`config.mk`:
```
export PLATFORM = sky130hd
export DESIGN_NAME = vlc_block_coefficient_decoder_unit
export DESIGN_NICKNAME = d
export VERILOG_FILES = /design/src/rtl/vbcd_pkg.sv /design/src/rtl/vbcd_fifo.sv /design/src/rtl/vbcd_engine.sv /design/src/rtl/vlc_block_coefficient_decoder_unit.sv
export VERILOG_INCLUDE_DIRS = /design/src /design/src/rtl
export SDC_FILE = /design/constraint.sdc
export NUM_CORES = 1
export LEC_CHECK = 0
export ABC_CLOCK_PERIOD_IN_PS = 16600
export BUFFER_PORTS_ARGS = -buffer_cell sky130_fd_sc_hd__clkbuf_2
export CORE_MARGIN = 2
export CORE_UTILIZATION = 60
export CTS_CLUSTER_DIAMETER = 120
export CTS_CLUSTER_SIZE = 8
export DETAILED_ROUTE_END_ITERATION = 8
export GPL_ROUTABILITY_DRIVEN = 1
export MAX_ROUTING_LAYER = met4
export PLACE_DENSITY = 0.81
export SYNTH_ARGS = -nofsm -noshare
export SYNTH_HDL_FRONTEND = slang
export SYNTH_SLANG_ARGS = --single-unit
```
`constraint.sdc`:
```
create_clock -name clock -period 16.6 [get_ports clock]
set_clock_uncertainty 0.1 [all_clocks]
set_input_delay 3.32 -clock clock [delete_from_list [all_inputs] [get_ports clock]]
set_output_delay 3.32 -clock clock [all_outputs]
set_load 0.01 [all_outputs]
```
`src/rtl/vlc_block_coefficient_decoder_unit_macros.svh`:
```
// Assertion macros shared by the RTL of the coefficient decoder.
// They expect the module to have a clock named clock and an active-high reset named reset.
`ifndef VLC_BLOCK_COEFFICIENT_DECODER_UNIT_MACROS_SVH
`define VLC_BLOCK_COEFFICIENT_DECODER_UNIT_MACROS_SVH

// The consequent must hold in the same cycle as the antecedent.
`define VBCD_ASSERT_IMPLY(label, ante, cons, msg) \
   label: assert property (@(posedge clock) disable iff (reset) (ante) |-> (cons)) \
      else $error(msg);

// The consequent must hold in the cycle after the antecedent.
`define VBCD_ASSERT_NEXT(label, ante, cons, msg) \
   label: assert property (@(posedge clock) disable iff (reset) (ante) |=> (cons)) \
      else $error(msg);

`endif

```
`src/rtl/vbcd_pkg.sv`:
```
package vbcd_pkg;

   // Queue depths on the byte side and on the result side.
   localparam int IN_DEPTH  = 2;
   localparam int OUT_DEPTH = 4;

   // Macroblock layout.
   localparam logic [2:0] BLOCKS_PER_MB = 3'd6;
   localparam logic [2:0] LUMA_BLOCKS   = 3'd4;

   // Result kinds.
   localparam logic [1:0] KIND_COEF = 2'd0;
   localparam logic [1:0] KIND_SKIP = 2'd1;
   localparam logic [1:0] KIND_END  = 2'd2;

   // One bitstream byte as it waits in the input queue.
   typedef struct packed {
      logic [7:0] stream_byte;
      logic       final_byte;
   } vbcd_in_type;

   // One result beat.
   typedef struct packed {
      logic [1:0]         item_kind;
      logic [6:0]         macroblock_number;
      logic [2:0]         block_number;
      logic [5:0]         coef_number;
      logic signed [8:0]  coef_value;
      logic signed [17:0] luma_dc_sum;
      logic               last_of_run;
   } vbcd_result_type;

endpackage

```
`src/rtl/vbcd_fifo.sv`:
```
`include "vlc_block_coefficient_decoder_unit_macros.svh"

module vbcd_fifo #(
   parameter type item_type = logic,
   parameter int  DEPTH     = 2
) (
   input  logic     clock,
   input  logic     reset,
   input  logic     wr_en,
   input  item_type wr_data,
   input  logic     rd_en,
   output item_type rd_data,
   output logic     full,
   output logic     empty
);

   localparam int PTR_W = (DEPTH > 1) ? $clog2(DEPTH) : 1;
   localparam int CNT_W = $clog2(DEPTH + 1);

   item_type           mem_ff [DEPTH];
   logic [PTR_W-1:0]   wr_ptr_ff, wr_ptr_in;
   logic [PTR_W-1:0]   rd_ptr_ff, rd_ptr_in;
   logic [CNT_W-1:0]   count_ff, count_in;

   // Status and head of the queue.
   assign full    = (count_ff == CNT_W'(DEPTH));
   assign empty   = (count_ff == '0);
   assign rd_data = mem_ff[rd_ptr_ff];

   // Pointer and fill level update.
   always_comb begin
      wr_ptr_in = wr_ptr_ff;
      rd_ptr_in = rd_ptr_ff;
      count_in  = count_ff;
      if (wr_en) begin
         wr_ptr_in = (wr_ptr_ff == PTR_W'(DEPTH - 1)) ? '0 : wr_ptr_ff + 1'b1;
      end
      if (rd_en) begin
         rd_ptr_in = (rd_ptr_ff == PTR_W'(DEPTH - 1)) ? '0 : rd_ptr_ff + 1'b1;
      end
      if (wr_en && !rd_en) begin
         count_in = count_ff + 1'b1;
      end else if (rd_en && !wr_en) begin
         count_in = count_ff - 1'b1;
      end
   end

   always_ff @(posedge clock) begin
      if (reset) begin
         wr_ptr_ff <= '0;
         rd_ptr_ff <= '0;
         count_ff  <= '0;
      end else begin
         wr_ptr_ff <= wr_ptr_in;
         rd_ptr_ff <= rd_ptr_in;
         count_ff  <= count_in;
      end
   end

   // Storage needs no reset; only written entries are ever read.
   always_ff @(posedge clock) begin
      if (wr_en) begin
         mem_ff[wr_ptr_ff] <= wr_data;
      end
   end

   `VBCD_ASSERT_IMPLY(a_no_write_when_full, wr_en, count_ff != CNT_W'(DEPTH), "write to a full queue")
   `VBCD_ASSERT_IMPLY(a_no_read_when_empty, rd_en, count_ff != '0, "read from an empty queue")
   `VBCD_ASSERT_NEXT(a_fill_tracks_write, wr_en && !rd_en, count_ff != '0, "fill level lost a write")

endmodule

```
`src/rtl/vbcd_engine.sv`:
```
`include "vlc_block_coefficient_decoder_unit_macros.svh"

module vbcd_engine #(
   parameter int MB_COLS         = 8,
   parameter int MB_ROWS         = 9,
   parameter int COEFS_PER_BLOCK = 64
) (
   input  logic                      clock,
   input  logic                      reset,
   input  logic                      csr_valid,
   input  logic [1:0]                csr_pattern_mode,
   input  logic                      in_empty,
   input  vbcd_pkg::vbcd_in_type     in_item,
   output logic                      in_pop,
   input  logic                      out_full,
   output logic                      out_push,
   output vbcd_pkg::vbcd_result_type out_item
);

   import vbcd_pkg::*;

   localparam int MB_TOTAL = MB_COLS * MB_ROWS;
   localparam int MB_W     = $clog2(MB_TOTAL + 1);
   localparam logic [5:0] COEF_LAST = 6'(COEFS_PER_BLOCK - 1);

   // Parse phases.
   localparam logic [1:0] PH_HEAD   = 2'd0;
   localparam logic [1:0] PH_DECIDE = 2'd1;
   localparam logic [1:0] PH_PREFIX = 2'd2;
   localparam logic [1:0] PH_AMP    = 2'd3;

   // Coded-pattern modes.
   localparam logic [1:0] MODE_BLOCK   = 2'd0;
   localparam logic [1:0] MODE_MB      = 2'd1;
   localparam logic [1:0] MODE_PATTERN = 2'd2;

   logic [1:0]      pattern_mode_ff;
   logic [1:0]      phase_ff, phase_in;
   logic [2:0]      prefix_ff, prefix_in;
   logic [3:0]      size_ff, size_in;
   logic [7:0]      amp_acc_ff, amp_acc_in;
   logic [3:0]      amp_left_ff, amp_left_in;
   logic [5:0]      pattern_ff, pattern_in;
   logic [2:0]      pat_cnt_ff, pat_cnt_in;
   logic [1:0]      mode_now_ff, mode_now_in;
   logic [5:0]      coef_cnt_ff, coef_cnt_in;
   logic [2:0]      blk_cnt_ff, blk_cnt_in;
   logic [MB_W-1:0] mb_cnt_ff, mb_cnt_in;
   logic [17:0]     dc_ff, dc_in;
   logic            fdone_ff, fdone_in;
   logic [3:0]      bit_idx_ff, bit_idx_in;
   logic            finish_ff, finish_in;

   vbcd_result_type hold_ff, hold_in;
   logic            hold_valid_ff, hold_valid_in;
   logic            hold_last_ff, hold_last_in;

   logic            step_en, cur_bit, cbit;
   logic            sel_decide, sel_bit, sel_zero, sel_end;
   logic            coef_step, head_step;
   logic            size_hit, fin_hit, adv_hit, skip_hit, start_hit;
   logic [3:0]      size_val;
   logic signed [8:0] fin_val;
   logic [2:0]      adv_from, blk_inc;
   logic [7:0]      acc_n;
   logic [3:0]      left_n, s_cl;
   logic [8:0]      thr;
   logic [9:0]      neg_val;
   logic [MB_W-1:0] mb_inc;
   logic            byte_end;
   logic            em_valid;
   vbcd_result_type em;
   logic            new_res, mark;

   // One step per cycle while a byte waits and the result queue has room.
   assign step_en = !in_empty && !out_full;
   assign in_pop  = step_en && byte_end;

   // Bit-serial decode step.
   always_comb begin
      phase_in    = phase_ff;
      prefix_in   = prefix_ff;
      size_in     = size_ff;
      amp_acc_in  = amp_acc_ff;
      amp_left_in = amp_left_ff;
      pattern_in  = pattern_ff;
      pat_cnt_in  = pat_cnt_ff;
      mode_now_in = mode_now_ff;
      coef_cnt_in = coef_cnt_ff;
      blk_cnt_in  = blk_cnt_ff;
      mb_cnt_in   = mb_cnt_ff;
      dc_in       = dc_ff;
      fdone_in    = fdone_ff;
      bit_idx_in  = bit_idx_ff;
      finish_in   = finish_ff;
      size_hit    = 1'b0;
      fin_hit     = 1'b0;
      adv_hit     = 1'b0;
      skip_hit    = 1'b0;
      start_hit   = 1'b0;
      size_val    = 4'd0;
      fin_val     = '0;
      adv_from    = blk_cnt_ff;
      blk_inc     = 3'd0;
      mb_inc      = mb_cnt_ff + 1'b1;
      left_n      = amp_left_ff;
      s_cl        = size_ff;
      thr         = 9'd0;
      neg_val     = 10'd0;
      byte_end    = 1'b0;
      em_valid    = 1'b0;
      em          = '0;

      // Pick what this cycle does: resolve a pattern bit, take a stream bit,
      // pad a begun code with a zero, or close the frame.
      sel_decide = !finish_ff && !fdone_ff && (phase_ff == PH_DECIDE);
      sel_bit    = !finish_ff && !sel_decide && !fdone_ff && !bit_idx_ff[3];
      sel_zero   = finish_ff && !fdone_ff &&
                   (((phase_ff == PH_PREFIX) && (prefix_ff != 3'd0)) || (phase_ff == PH_AMP));
      sel_end    = finish_ff && !sel_zero;
      cur_bit    = in_item.stream_byte[3'd7 - bit_idx_ff[2:0]];
      cbit       = sel_bit && cur_bit;
      coef_step  = (sel_bit && ((phase_ff == PH_PREFIX) || (phase_ff == PH_AMP))) || sel_zero;
      head_step  = sel_bit && (phase_ff == PH_HEAD);
      acc_n      = {amp_acc_ff[6:0], cbit};
      if (sel_bit) begin
         bit_idx_in = bit_idx_ff + 1'b1;
      end

      // Block flag, macroblock flag or pattern bit.
      if (head_step) begin
         if ((blk_cnt_ff == 3'd0) && (pat_cnt_ff == 3'd0)) begin
            mode_now_in = (pattern_mode_ff == MODE_BLOCK || pattern_mode_ff == MODE_MB ||
                           pattern_mode_ff == MODE_PATTERN) ? pattern_mode_ff : MODE_BLOCK;
         end
         case (mode_now_in)
            MODE_BLOCK: begin
               if (cbit) begin
                  start_hit = 1'b1;
               end else begin
                  skip_hit = 1'b1;
                  adv_hit  = 1'b1;
               end
            end
            MODE_MB: begin
               if (cbit) begin
                  pattern_in = 6'h3F;
                  phase_in   = PH_DECIDE;
               end else begin
                  skip_hit = 1'b1;
                  adv_from = BLOCKS_PER_MB - 3'd1;
                  adv_hit  = 1'b1;
               end
            end
            default: begin
               pattern_in = {pattern_ff[4:0], cbit};
               pat_cnt_in = pat_cnt_ff + 1'b1;
               if (pat_cnt_in == BLOCKS_PER_MB) begin
                  pat_cnt_in = 3'd0;
                  phase_in   = PH_DECIDE;
               end
            end
         endcase
      end

      // One block of the pattern is resolved per cycle while the engine can step.
      if (sel_decide) begin
         if (pattern_ff[3'd5 - blk_cnt_ff]) begin
            start_hit = 1'b1;
         end else begin
            skip_hit = 1'b1;
            adv_hit  = 1'b1;
         end
      end

      // Size prefix tree and amplitude bits.
      if (coef_step) begin
         if (phase_ff == PH_PREFIX) begin
            case (prefix_ff)
               3'd0: prefix_in = cbit ? 3'd2 : 3'd1;
               3'd1: begin
                  size_hit = 1'b1;
                  size_val = cbit ? 4'd2 : 4'd1;
               end
               3'd2: prefix_in = cbit ? 3'd4 : 3'd3;
               3'd3: begin
                  size_hit = 1'b1;
                  size_val = cbit ? 4'd3 : 4'd0;
               end
               3'd4, 3'd5, 3'd6: begin
                  if (cbit) begin
                     prefix_in = prefix_ff + 1'b1;
                  end else begin
                     size_hit = 1'b1;
                     size_val = {1'b0, prefix_ff};
                  end
               end
               default: begin
                  size_hit = 1'b1;
                  size_val = cbit ? 4'd8 : 4'd7;
               end
            endcase
         end else begin
            amp_acc_in = acc_n;
            if (amp_left_ff != 4'd0) begin
               left_n = amp_left_ff - 4'd1;
            end
            amp_left_in = left_n;
            if (left_n == 4'd0) begin
               // Amplitudes below half the range are negative.
               if (size_ff < 4'd1) begin
                  s_cl = 4'd1;
               end else if (size_ff > 4'd8) begin
                  s_cl = 4'd8;
               end
               thr     = 9'd1 << (s_cl - 4'd1);
               neg_val = {2'b00, acc_n} - (10'd1 << s_cl) + 10'd1;
               fin_hit = 1'b1;
               fin_val = ({1'b0, acc_n} < thr) ? neg_val[8:0] : {1'b0, acc_n};
            end
         end
      end

      if (size_hit) begin
         if (size_val == 4'd0) begin
            fin_hit = 1'b1;
            fin_val = '0;
         end else begin
            size_in     = size_val;
            amp_acc_in  = 8'd0;
            amp_left_in = size_val;
            phase_in    = PH_AMP;
         end
      end

      if (start_hit) begin
         phase_in    = PH_PREFIX;
         prefix_in   = 3'd0;
         coef_cnt_in = 6'd0;
      end

      if (skip_hit) begin
         em_valid             = 1'b1;
         em.item_kind         = KIND_SKIP;
         em.macroblock_number = 7'(mb_cnt_ff);
         em.block_number      = blk_cnt_ff;
         em.luma_dc_sum       = dc_ff;
      end

      // Finished coefficient; the first one of a luma block feeds the DC sum.
      if (fin_hit) begin
         if ((blk_cnt_ff < LUMA_BLOCKS) && (coef_cnt_ff == 6'd0)) begin
            dc_in = dc_ff + {{9{fin_val[8]}}, fin_val};
         end
         em_valid             = 1'b1;
         em.item_kind         = KIND_COEF;
         em.macroblock_number = 7'(mb_cnt_ff);
         em.block_number      = blk_cnt_ff;
         em.coef_number       = coef_cnt_ff;
         em.coef_value        = fin_val;
         em.luma_dc_sum       = dc_in;
         coef_cnt_in          = coef_cnt_ff + 1'b1;
         if (coef_cnt_ff == COEF_LAST) begin
            adv_hit = 1'b1;
         end else begin
            phase_in  = PH_PREFIX;
            prefix_in = 3'd0;
         end
      end

      // Move to the next block, and to the next macroblock after the sixth.
      if (adv_hit) begin
         blk_inc = adv_from + 1'b1;
         if (blk_inc >= BLOCKS_PER_MB) begin
            blk_cnt_in = 3'd0;
            mb_cnt_in  = mb_inc;
            if (mb_inc >= MB_W'(MB_TOTAL)) begin
               fdone_in = 1'b1;
            end
            phase_in   = PH_HEAD;
            pat_cnt_in = 3'd0;
         end else begin
            blk_cnt_in = blk_inc;
            phase_in   = (mode_now_in == MODE_BLOCK) ? PH_HEAD : PH_DECIDE;
         end
      end

      // End of frame: report, then restart the position and the sum.
      if (sel_end) begin
         em_valid       = 1'b1;
         em.item_kind   = KIND_END;
         em.luma_dc_sum = dc_ff;
         phase_in       = PH_HEAD;
         prefix_in      = 3'd0;
         size_in        = 4'd0;
         amp_acc_in     = 8'd0;
         amp_left_in    = 4'd0;
         pattern_in     = 6'd0;
         pat_cnt_in     = 3'd0;
         mode_now_in    = MODE_BLOCK;
         coef_cnt_in    = 6'd0;
         blk_cnt_in     = 3'd0;
         mb_cnt_in      = '0;
         dc_in          = 18'd0;
         fdone_in       = 1'b0;
      end

      // Byte bookkeeping: done with the bits once no pattern work is left.
      if (!finish_ff) begin
         if (fdone_in || (bit_idx_in[3] && (phase_in != PH_DECIDE))) begin
            if (in_item.final_byte) begin
               finish_in = 1'b1;
            end else begin
               byte_end = 1'b1;
            end
         end
      end else if (sel_end) begin
         byte_end  = 1'b1;
         finish_in = 1'b0;
      end
      if (byte_end) begin
         bit_idx_in = 4'd0;
      end
   end

   // Hold stage: a result leaves once the next one exists or the byte is over,
   // so the last beat of each byte can be marked.
   assign new_res  = step_en && em_valid;
   assign mark     = step_en && byte_end;
   assign out_push = hold_valid_ff && (hold_last_ff || new_res) && !out_full;

   always_comb begin
      out_item             = hold_ff;
      out_item.last_of_run = hold_last_ff;
   end

   always_comb begin
      hold_in       = hold_ff;
      hold_valid_in = hold_valid_ff;
      hold_last_in  = hold_last_ff;
      if (out_push) begin
         hold_valid_in = 1'b0;
         hold_last_in  = 1'b0;
      end
      if (new_res) begin
         hold_in       = em;
         hold_valid_in = 1'b1;
         hold_last_in  = mark;
      end else if (mark && hold_valid_ff && !out_push) begin
         hold_last_in = 1'b1;
      end
   end

   always_ff @(posedge clock) begin
      if (reset) begin
         pattern_mode_ff <= MODE_BLOCK;
         phase_ff        <= PH_HEAD;
         prefix_ff       <= 3'd0;
         size_ff         <= 4'd0;
         amp_acc_ff      <= 8'd0;
         amp_left_ff     <= 4'd0;
         pattern_ff      <= 6'd0;
         pat_cnt_ff      <= 3'd0;
         mode_now_ff     <= MODE_BLOCK;
         coef_cnt_ff     <= 6'd0;
         blk_cnt_ff      <= 3'd0;
         mb_cnt_ff       <= '0;
         dc_ff           <= 18'd0;
         fdone_ff        <= 1'b0;
         bit_idx_ff      <= 4'd0;
         finish_ff       <= 1'b0;
         hold_valid_ff   <= 1'b0;
         hold_last_ff    <= 1'b0;
      end else begin
         if (csr_valid) begin
            pattern_mode_ff <= csr_pattern_mode;
         end
         if (step_en) begin
            phase_ff    <= phase_in;
            prefix_ff   <= prefix_in;
            size_ff     <= size_in;
            amp_acc_ff  <= amp_acc_in;
            amp_left_ff <= amp_left_in;
            pattern_ff  <= pattern_in;
            pat_cnt_ff  <= pat_cnt_in;
            mode_now_ff <= mode_now_in;
            coef_cnt_ff <= coef_cnt_in;
            blk_cnt_ff  <= blk_cnt_in;
            mb_cnt_ff   <= mb_cnt_in;
            dc_ff       <= dc_in;
            fdone_ff    <= fdone_in;
            bit_idx_ff  <= bit_idx_in;
            finish_ff   <= finish_in;
         end
         hold_valid_ff <= hold_valid_in;
         hold_last_ff  <= hold_last_in;
      end
   end

   always_ff @(posedge clock) begin
      hold_ff <= hold_in;
   end

   `VBCD_ASSERT_IMPLY(a_last_needs_hold, hold_last_ff, hold_valid_ff, "last mark without a held result")
   `VBCD_ASSERT_IMPLY(a_block_range, 1'b1, blk_cnt_ff <= 3'd5, "block counter out of range")
   `VBCD_ASSERT_IMPLY(a_amp_pending, phase_ff == PH_AMP, amp_left_ff != 4'd0, "amplitude phase with no bits left")
   `VBCD_ASSERT_IMPLY(a_end_closes_byte, step_en && sel_end, byte_end, "end of frame did not close the byte")
   `VBCD_ASSERT_NEXT(a_end_restarts, step_en && sel_end, mb_cnt_ff == '0 && dc_ff == 18'd0 && !finish_ff, "frame restart incomplete")

endmodule

```
`src/rtl/vlc_block_coefficient_decoder_unit.sv`:
```
// Coefficient decoder: takes a frame's bitstream one byte per beat and returns one beat per
// decoded coefficient, skipped block or macroblock, and end of frame. The decode engine consumes
// one bitstream bit per cycle while a byte waits and the result queue has room; it also spends
// steps on blocks skipped by a coded pattern, on zero bits that finish a code begun in the final
// byte of a frame and on the end-of-frame beat, and closes a byte that arrives after the grid is
// complete without decoding its bits. A two-beat byte queue in front and a four-beat result queue
// behind let either side stall without stopping the other. A result is held back in a hold stage
// until it is known whether it is the last beat caused by its byte, which is when last_of_run is
// set. The pattern mode register may be written whenever the block is idle.
module vlc_block_coefficient_decoder_unit #(
   parameter int MB_COLS         = 8,
   parameter int MB_ROWS         = 9,
   parameter int COEFS_PER_BLOCK = 64
) (
   input  logic               clock,
   input  logic               reset,
   input  logic               push,
   output logic               full,
   input  logic [7:0]         req_stream_byte,
   input  logic               req_final_byte,
   output logic               empty,
   input  logic               pop,
   output logic [1:0]         rsp_item_kind,
   output logic [6:0]         rsp_macroblock_number,
   output logic [2:0]         rsp_block_number,
   output logic [5:0]         rsp_coef_number,
   output logic signed [8:0]  rsp_coef_value,
   output logic signed [17:0] rsp_luma_dc_sum,
   output logic               rsp_last_of_run,
   input  logic               csr_valid,
   output logic               csr_ready,
   input  logic [1:0]         csr_pattern_mode
);

   import vbcd_pkg::*;

   vbcd_in_type     in_wr_data, in_head;
   logic            in_wr, in_empty, in_pop;
   vbcd_result_type out_item, rsp_head;
   logic            out_push, out_full, rsp_rd;

   // Register writes are always taken.
   assign csr_ready = 1'b1;

   // Front: accepted bytes wait in a short queue.
   assign in_wr                  = push && !full;
   assign in_wr_data.stream_byte = req_stream_byte;
   assign in_wr_data.final_byte  = req_final_byte;

   vbcd_fifo #(
      .item_type (vbcd_in_type),
      .DEPTH     (IN_DEPTH)
   ) u_in_queue (
      .clock   (clock),
      .reset   (reset),
      .wr_en   (in_wr),
      .wr_data (in_wr_data),
      .rd_en   (in_pop),
      .rd_data (in_head),
      .full    (full),
      .empty   (in_empty)
   );

   // Back: bit-serial decode engine.
   vbcd_engine #(
      .MB_COLS         (MB_COLS),
      .MB_ROWS         (MB_ROWS),
      .COEFS_PER_BLOCK (COEFS_PER_BLOCK)
   ) u_engine (
      .clock            (clock),
      .reset            (reset),
      .csr_valid        (csr_valid),
      .csr_pattern_mode (csr_pattern_mode),
      .in_empty         (in_empty),
      .in_item          (in_head),
      .in_pop           (in_pop),
      .out_full         (out_full),
      .out_push         (out_push),
      .out_item         (out_item)
   );

   // Result queue toward the consumer.
   assign rsp_rd = pop && !empty;

   vbcd_fifo #(
      .item_type (vbcd_result_type),
      .DEPTH     (OUT_DEPTH)
   ) u_out_queue (
      .clock   (clock),
      .reset   (reset),
      .wr_en   (out_push),
      .wr_data (out_item),
      .rd_en   (rsp_rd),
      .rd_data (rsp_head),
      .full    (out_full),
      .empty   (empty)
   );

   // Oldest result beat on the ports.
   assign rsp_item_kind         = rsp_head.item_kind;
   assign rsp_macroblock_number = rsp_head.macroblock_number;
   assign rsp_block_number      = rsp_head.block_number;
   assign rsp_coef_number       = rsp_head.coef_number;
   assign rsp_coef_value        = rsp_head.coef_value;
   assign rsp_luma_dc_sum       = rsp_head.luma_dc_sum;
   assign rsp_last_of_run       = rsp_head.last_of_run;

endmodule

```
After elaboration in Yosys (flattened, before gate mapping)
Memory sizes are Yosys's and may differ from the RTL's. A register that Yosys moved wholly into a read port is not among the register bits.
Index checks and enable logic that the tools add are counted.
{ "classes": {"n_eq_ne": 22, "n_addsub": 21, "reduce_logical": 84, "mux": 152, "n_lt_le_gt_ge": 8, "n_shift": 2} }
{ "ops": {"columns": ["op", "n"], "rows": [
  ["two-way mux 18 bit", 5],
  ["two-way mux 4 bit", 21],
  ["two-way mux 3 bit", 23],
  ["two-way mux 9 bit", 6],
  ["two-way mux 2 bit", 25],
  ["two-way mux 1 bit", 49],
  ["two-way mux 43 bit", 1],
  ["two-way mux 8 bit", 5],
  ["two-way mux 6 bit", 6],
  ["logical AND 1 bit", 28],
  ["two-way mux 7 bit", 3],
  ["adder 18 bit", 1],
  ["nonzero test 2 bit", 9],
  ["left shift 1 x 4 -> 9 bit (first input constant)", 2],
  ["one-hot mux 4 bit (4 select lines)", 1],
  ["== test 3 bit (second input constant)", 5],
  ["logical NOT 1 bit", 13],
  ["adder 3 x 1 -> 3 bit (second input constant)", 4],
  ["== test 2 bit (second input constant)", 6],
  ["logical NOT 3 bit", 4],
  ["one-hot mux 6 bit (2 select lines)", 1],
  ["two-way mux 11 bit", 1],
  ["logical NOT 2 bit", 5],
  ["adder 9 x 1 -> 9 bit (second input constant)", 1],
  ["other kinds (37)", 64]
]} }
{ "totals": {"mem_bits_rw": 202, "word_cells": 323, "ff_bits": 132, "input_bits": 16, "output_inout_bits": 49, "mem_count": 2} }
{ "mem_list": {"columns": ["memory", "words", "word_bits", "rd", "rd_clocked_by_memory_dff", "wr", "line", "text"], "rows": [
  ["u_out_queue.mem_ff", 4, 46, 1, 1, 1, "vbcd_fifo.sv:20", "item_type mem_ff [DEPTH];"],
  ["u_in_queue.mem_ff", 2, 9, 1, 1, 1, "vbcd_fifo.sv:20", null]
]} }

Logic depth before layout (Yosys ltp)
{ "logic_depth": {"ltp_word": 30, "ltp_mapped": 30, "mapped_depth_nobuf": 27} }

Hierarchy
A second synthesis with hierarchy kept.
{ "hier_totals": {"cells_unflattened": 1235, "hier_area_um2": 15676.3} }
{ "modules_own_cells": {"columns": ["mod", "area_each_um2", "instances", "seq_area_each_um2", "cells_each"], "rows": [
  ["vbcd_engine", 7642.3, 1, 2852.7, 897],
  ["vbcd_fifo (u_out_queue)", 7140.6, 1, 5705.5, 284],
  ["vbcd_fifo (u_in_queue)", 854.6, 1, 640.6, 50],
  ["vlc_block_coefficient_decoder_unit", 38.8, 1, 0.0, 4]
]} }

Worst setup path before layout
OpenSTA, ideal clock, no wires.
{ "synth_path": {"path_kind": "register to register", "from": "reg with a tool-made name", "to": "reg u_engine.hold_ff (netlist bit u_engine.out_item[18]) (data pin)", "path_slack_ns": 10.503, "setup_ns": 0.256, "synth_period_minus_slack_ns": 6.097, "n_path_buf": 3, "path_stages_with_launch": 31, "arrival_time_ns": 5.740, "t_required_ns": 16.244, "cell_sequence": "dfxtp_1 -> buf_6 -> mux4_2 -> or2_1 -> and4_4 -> buf_6 -> nor2_4 -> inv_2 -> clkbuf_1 -> ha_1 -> ha_1 -> fa_1 -> a21oi_1 -> o21bai_1 -> a21o_1 -> a21oi_1 -> xor2_1 -> nor2_1 -> a21oi_1 -> nor2_1 -> ha_1 -> a21o_1 -> a211o_1 -> a31oi_1 -> nor3_1 -> nor3_1 -> a21oi_1 -> xnor2_1 -> nor2_1 -> o21bai_1 -> a22o_1"} }
{ "synth_lines": {"columns": ["element", "line", "text"], "rows": [
  ["end signal: assignment", "vbcd_engine.sv:401", "hold_ff <= hold_in;"],
  ["end: declaration", "vbcd_engine.sv:54", "vbcd_result_type hold_ff, hold_in;"]
]} }

==> flow_summary.toml <==
[sta]
grt_setup_unrepaired = "false"
worst_slack_ns = 9.82
maxSlewHeadroom = 0.232
period_minus_slack_ns = 6.78
slew_viol_final = 0
fmaxAchievable_mhz = 147
tightest_slew_ns = 1.14
setup_viol = 0
hold_viol_final = 0
hold_slack_ns = 0.362
final.setup.tns_ns = 0
min_period_over_period = 0.408

[clock_network]
cts_root_buf = "clkbuf_16"
clockBufferDepth = 3
cts_sinks = 336
clk_pin_slew_ns = 0.05
clk-insertion-delay-late_ns = 0.55
cts_setup_buffers = 0
htree_levels = 2
cts_tree = "done"
cts_buffers = 47
post_cts_resized = 0
cts_hold_buf = 0

[floorplanning]
die_h_um = 165
dieArea_um2 = 27300
die_w_um = 165
initial_core_util = 0.615
io_pins = 65
row_count = 58
coreArea_um2 = 25300

[cells_and_area]
fillers = 1619
fin_nets = 1395
final_core_util = 0.695
drive_gt1_frac = 0.152
antenna_cells = 0
area_delta_synth_final_pct = 12.9

[setup_path]
arrival_ns = 6.96
cp_max_fo = 17
critPathKind = "reg2reg"
startpoint_type = "register"
endpoint_kind = "register"
required_ns = 16.78

[logic_synthesis]
yosys-top-cells-area = "edfxtp_1 48%, dfxtp_1 11%, mux4_2 6.8%"
yosys_warnings = 0
yosysSeqAreaShare = 0.591
syn_area_um2 = 15600
synth_top_area_frac = 0.476
yosysTopAreaCell = "edfxtp_1"
async_flop_share = 0
postSynthAreaPerCell_um2 = 12.6
synth_ff_type = "edfxtp_1"
synth_edf_count = 247
ys_types = 83
ys_ff_latch = 336
synthCells = 1235

[placed_design]
place_congestion = 0.921
dp_hpwl_mm = 19.6
dp_slack_ns = 9.89
port_buffers = 63

[route]
drc = 0
wl_per_cell_um = 19.9
wl_mm = 33.4
firstDrtPassIters = 5
via_per_inst = 6.22
vias = 10500
ant_nets = 0
drt_iter0_markers = 1181

[power]
p_per_area_nw_per_um2 = 137
finalPower_mw = 2.41
p_leak_nw = 6.34
ir_drop_mv = 0.106

[grt]
grt-ovfl-total = 0
track_usage = 0.259
grt_max_degree = 82
grt_pass1_vias = 10100
grt_pass1_wl_mm = 53.5
antenna_found_initial = 0

[hold_path]
hold_class = "reg2reg"

[job]
cap_violations = 0

[status]
status = "completed"
==> synth_stat cells, drive strengths merged, types with 5 or more instances <==
| library cell | n |
|---|---|
| edfxtp | 247 |
| xnor2 | 14 |
| nand3b | 8 |
| nor2b | 26 |
| a31oi | 7 |
| o31ai | 7 |
| o21ai | 58 |
| a22o | 18 |
| mux2i | 30 |
| a21oi | 80 |
| dfxtp | 89 |
| nor2 | 150 |
| and3 | 13 |
| ha | 62 |
| nor3 | 27 |
| nand2b | 14 |
| a21o | 11 |
| xor2 | 15 |
| o211ai | 5 |
| and2 | 15 |
| a211oi | 8 |
| a22oi | 14 |
| buf | 13 |
| nand3 | 20 |
| nor4 | 5 |
| inv | 37 |
| or2 | 6 |
| mux2 | 6 |
| or3 | 11 |
| nand4 | 6 |
| clkbuf | 33 |
| mux4 | 47 |
| nand2 | 82 |
==> critical path: stages, from the launching register on <==
cell and delay [ns]:
dfxtp_1 0.58, mux4_2 0.54, or2_1 0.24, and4_4 0.25, nor2_4 0.25, inv_2 0.20, ha_1 0.25, ha_1 0.21
fa_1 0.41, a21oi_1 0.16, o21bai_1 0.10, a21o_1 0.19, a21oi_1 0.16, xor2_1 0.16, nor2_1 0.05, a21oi_1 0.19
nor2_1 0.07, ha_1 0.37, a21o_1 0.22, a211o_1 0.29, a31oi_1 0.22, nor3_1 0.10, nor3_1 0.30, a21oi_1 0.13
xnor2_1 0.14, nor2_1 0.25, o21bai_1 0.11, a22o_1 0.27
==> path summary, 6_finish.rpt <==
kind,startpoint,end,slack (ns),depth (start not counted)
min,u_engine.pattern_ff[1],u_engine.pattern_ff[1],0.36,2
min reg2reg,u_engine.pattern_ff[1],u_engine.pattern_ff[1],0.36,2
max,register,u_engine.out_item[18],9.82,27
max reg2reg,register,u_engine.out_item[18],9.82,27
==> stage by stage <==
| stage | instance area (um2) | instances |
|---|---|---|
| 2_1_floorplan | 15600 | 1236 |
| 3_3_place_gp | 16200 | 1595 |
| 3_5_place_dp | 16200 | 1595 |
| 4_1_cts | 17600 | 1682 |
| 5_1_grt | 17600 | 1682 |
| 6_report | 17600 | 1682 |
==> cell families after synthesis <==
family | Yosys count | synth area share
multiplexers | 83 | 0.0916
XOR/XNOR | 29 | 0.0163
buffers and inverters | 83 | 0.0214
adder cells (fa/ha/maj) | 65 | 0.0537
AND/OR/NAND/NOR | 390 | 0.120
AO/OA/AOI/OAI | 248 | 0.107
other | 1 | 0.000241
flip-flops | 336 | 0.591
==> final cells by class <==
cell class / instances / area, um2 / area share
Inverter: 37 / 139 / 0.00789
Tap cell: 330 / 413 / 0.0235
Clock buffer: 84 / 1320 / 0.0748
Timing Repair Buffer: 75 / 405 / 0.0230
Sequential cell: 336 / 9200 / 0.523
Clock inverter: 3 / 55.1 / 0.00313
Multi-Input combinational cell: 817 / 6060 / 0.345
==> power by group <==
group          internal [mW]  leakage, nW  switching [mW]
sequential              1.01         2.98          0.0543
combinational          0.173         2.72           0.296
clock                  0.533        0.646           0.346
total                   1.71         6.34           0.696
==> layer usage <==
layer,routed length [um],share of wire,track usage,up-vias
li1,-,-,-,4820
met1,14200,0.43,0.338,5057
met2,15800,0.47,0.410,481
met3,2280,0.068,0.0447,98
met4,1110,0.033,0.0992,0
met5,0,0,-,-
==> cell usage in the layout, fill, tap and decap left out, drive strengths merged, types with 20 or more instances in the layout <==
master  instances
a21oi          80
clkbuf        147
dfxtp          89
edfxtp        247
ha             62
inv            38
mux2i          30
mux4           47
nand2          82
nand3          20
nor2          150
nor2b          26
nor3           27
o21ai          58
==> sequential cells by signal, indices dropped and copies added, names as in the netlist, 3 cells and up, named ones only <==
name and cells:
u_engine.coef_cnt_ff 6, u_out_queue.mem_ff 184, u_engine.pat_cnt_ff 3, u_engine.size_ff 4, u_engine.out_item 45, u_engine.mb_cnt_ff 7, u_engine.blk_cnt_ff 3, u_out_queue.count_ff 3
u_engine.bit_idx_ff 4, u_in_queue.mem_ff 18, u_engine.amp_left_ff 4, u_engine.pattern_ff 6, u_engine.amp_acc_ff 7, u_engine.dc_ff 18, u_engine.prefix_ff 3
Note: power is estimated with default switching activity, not from simulation.
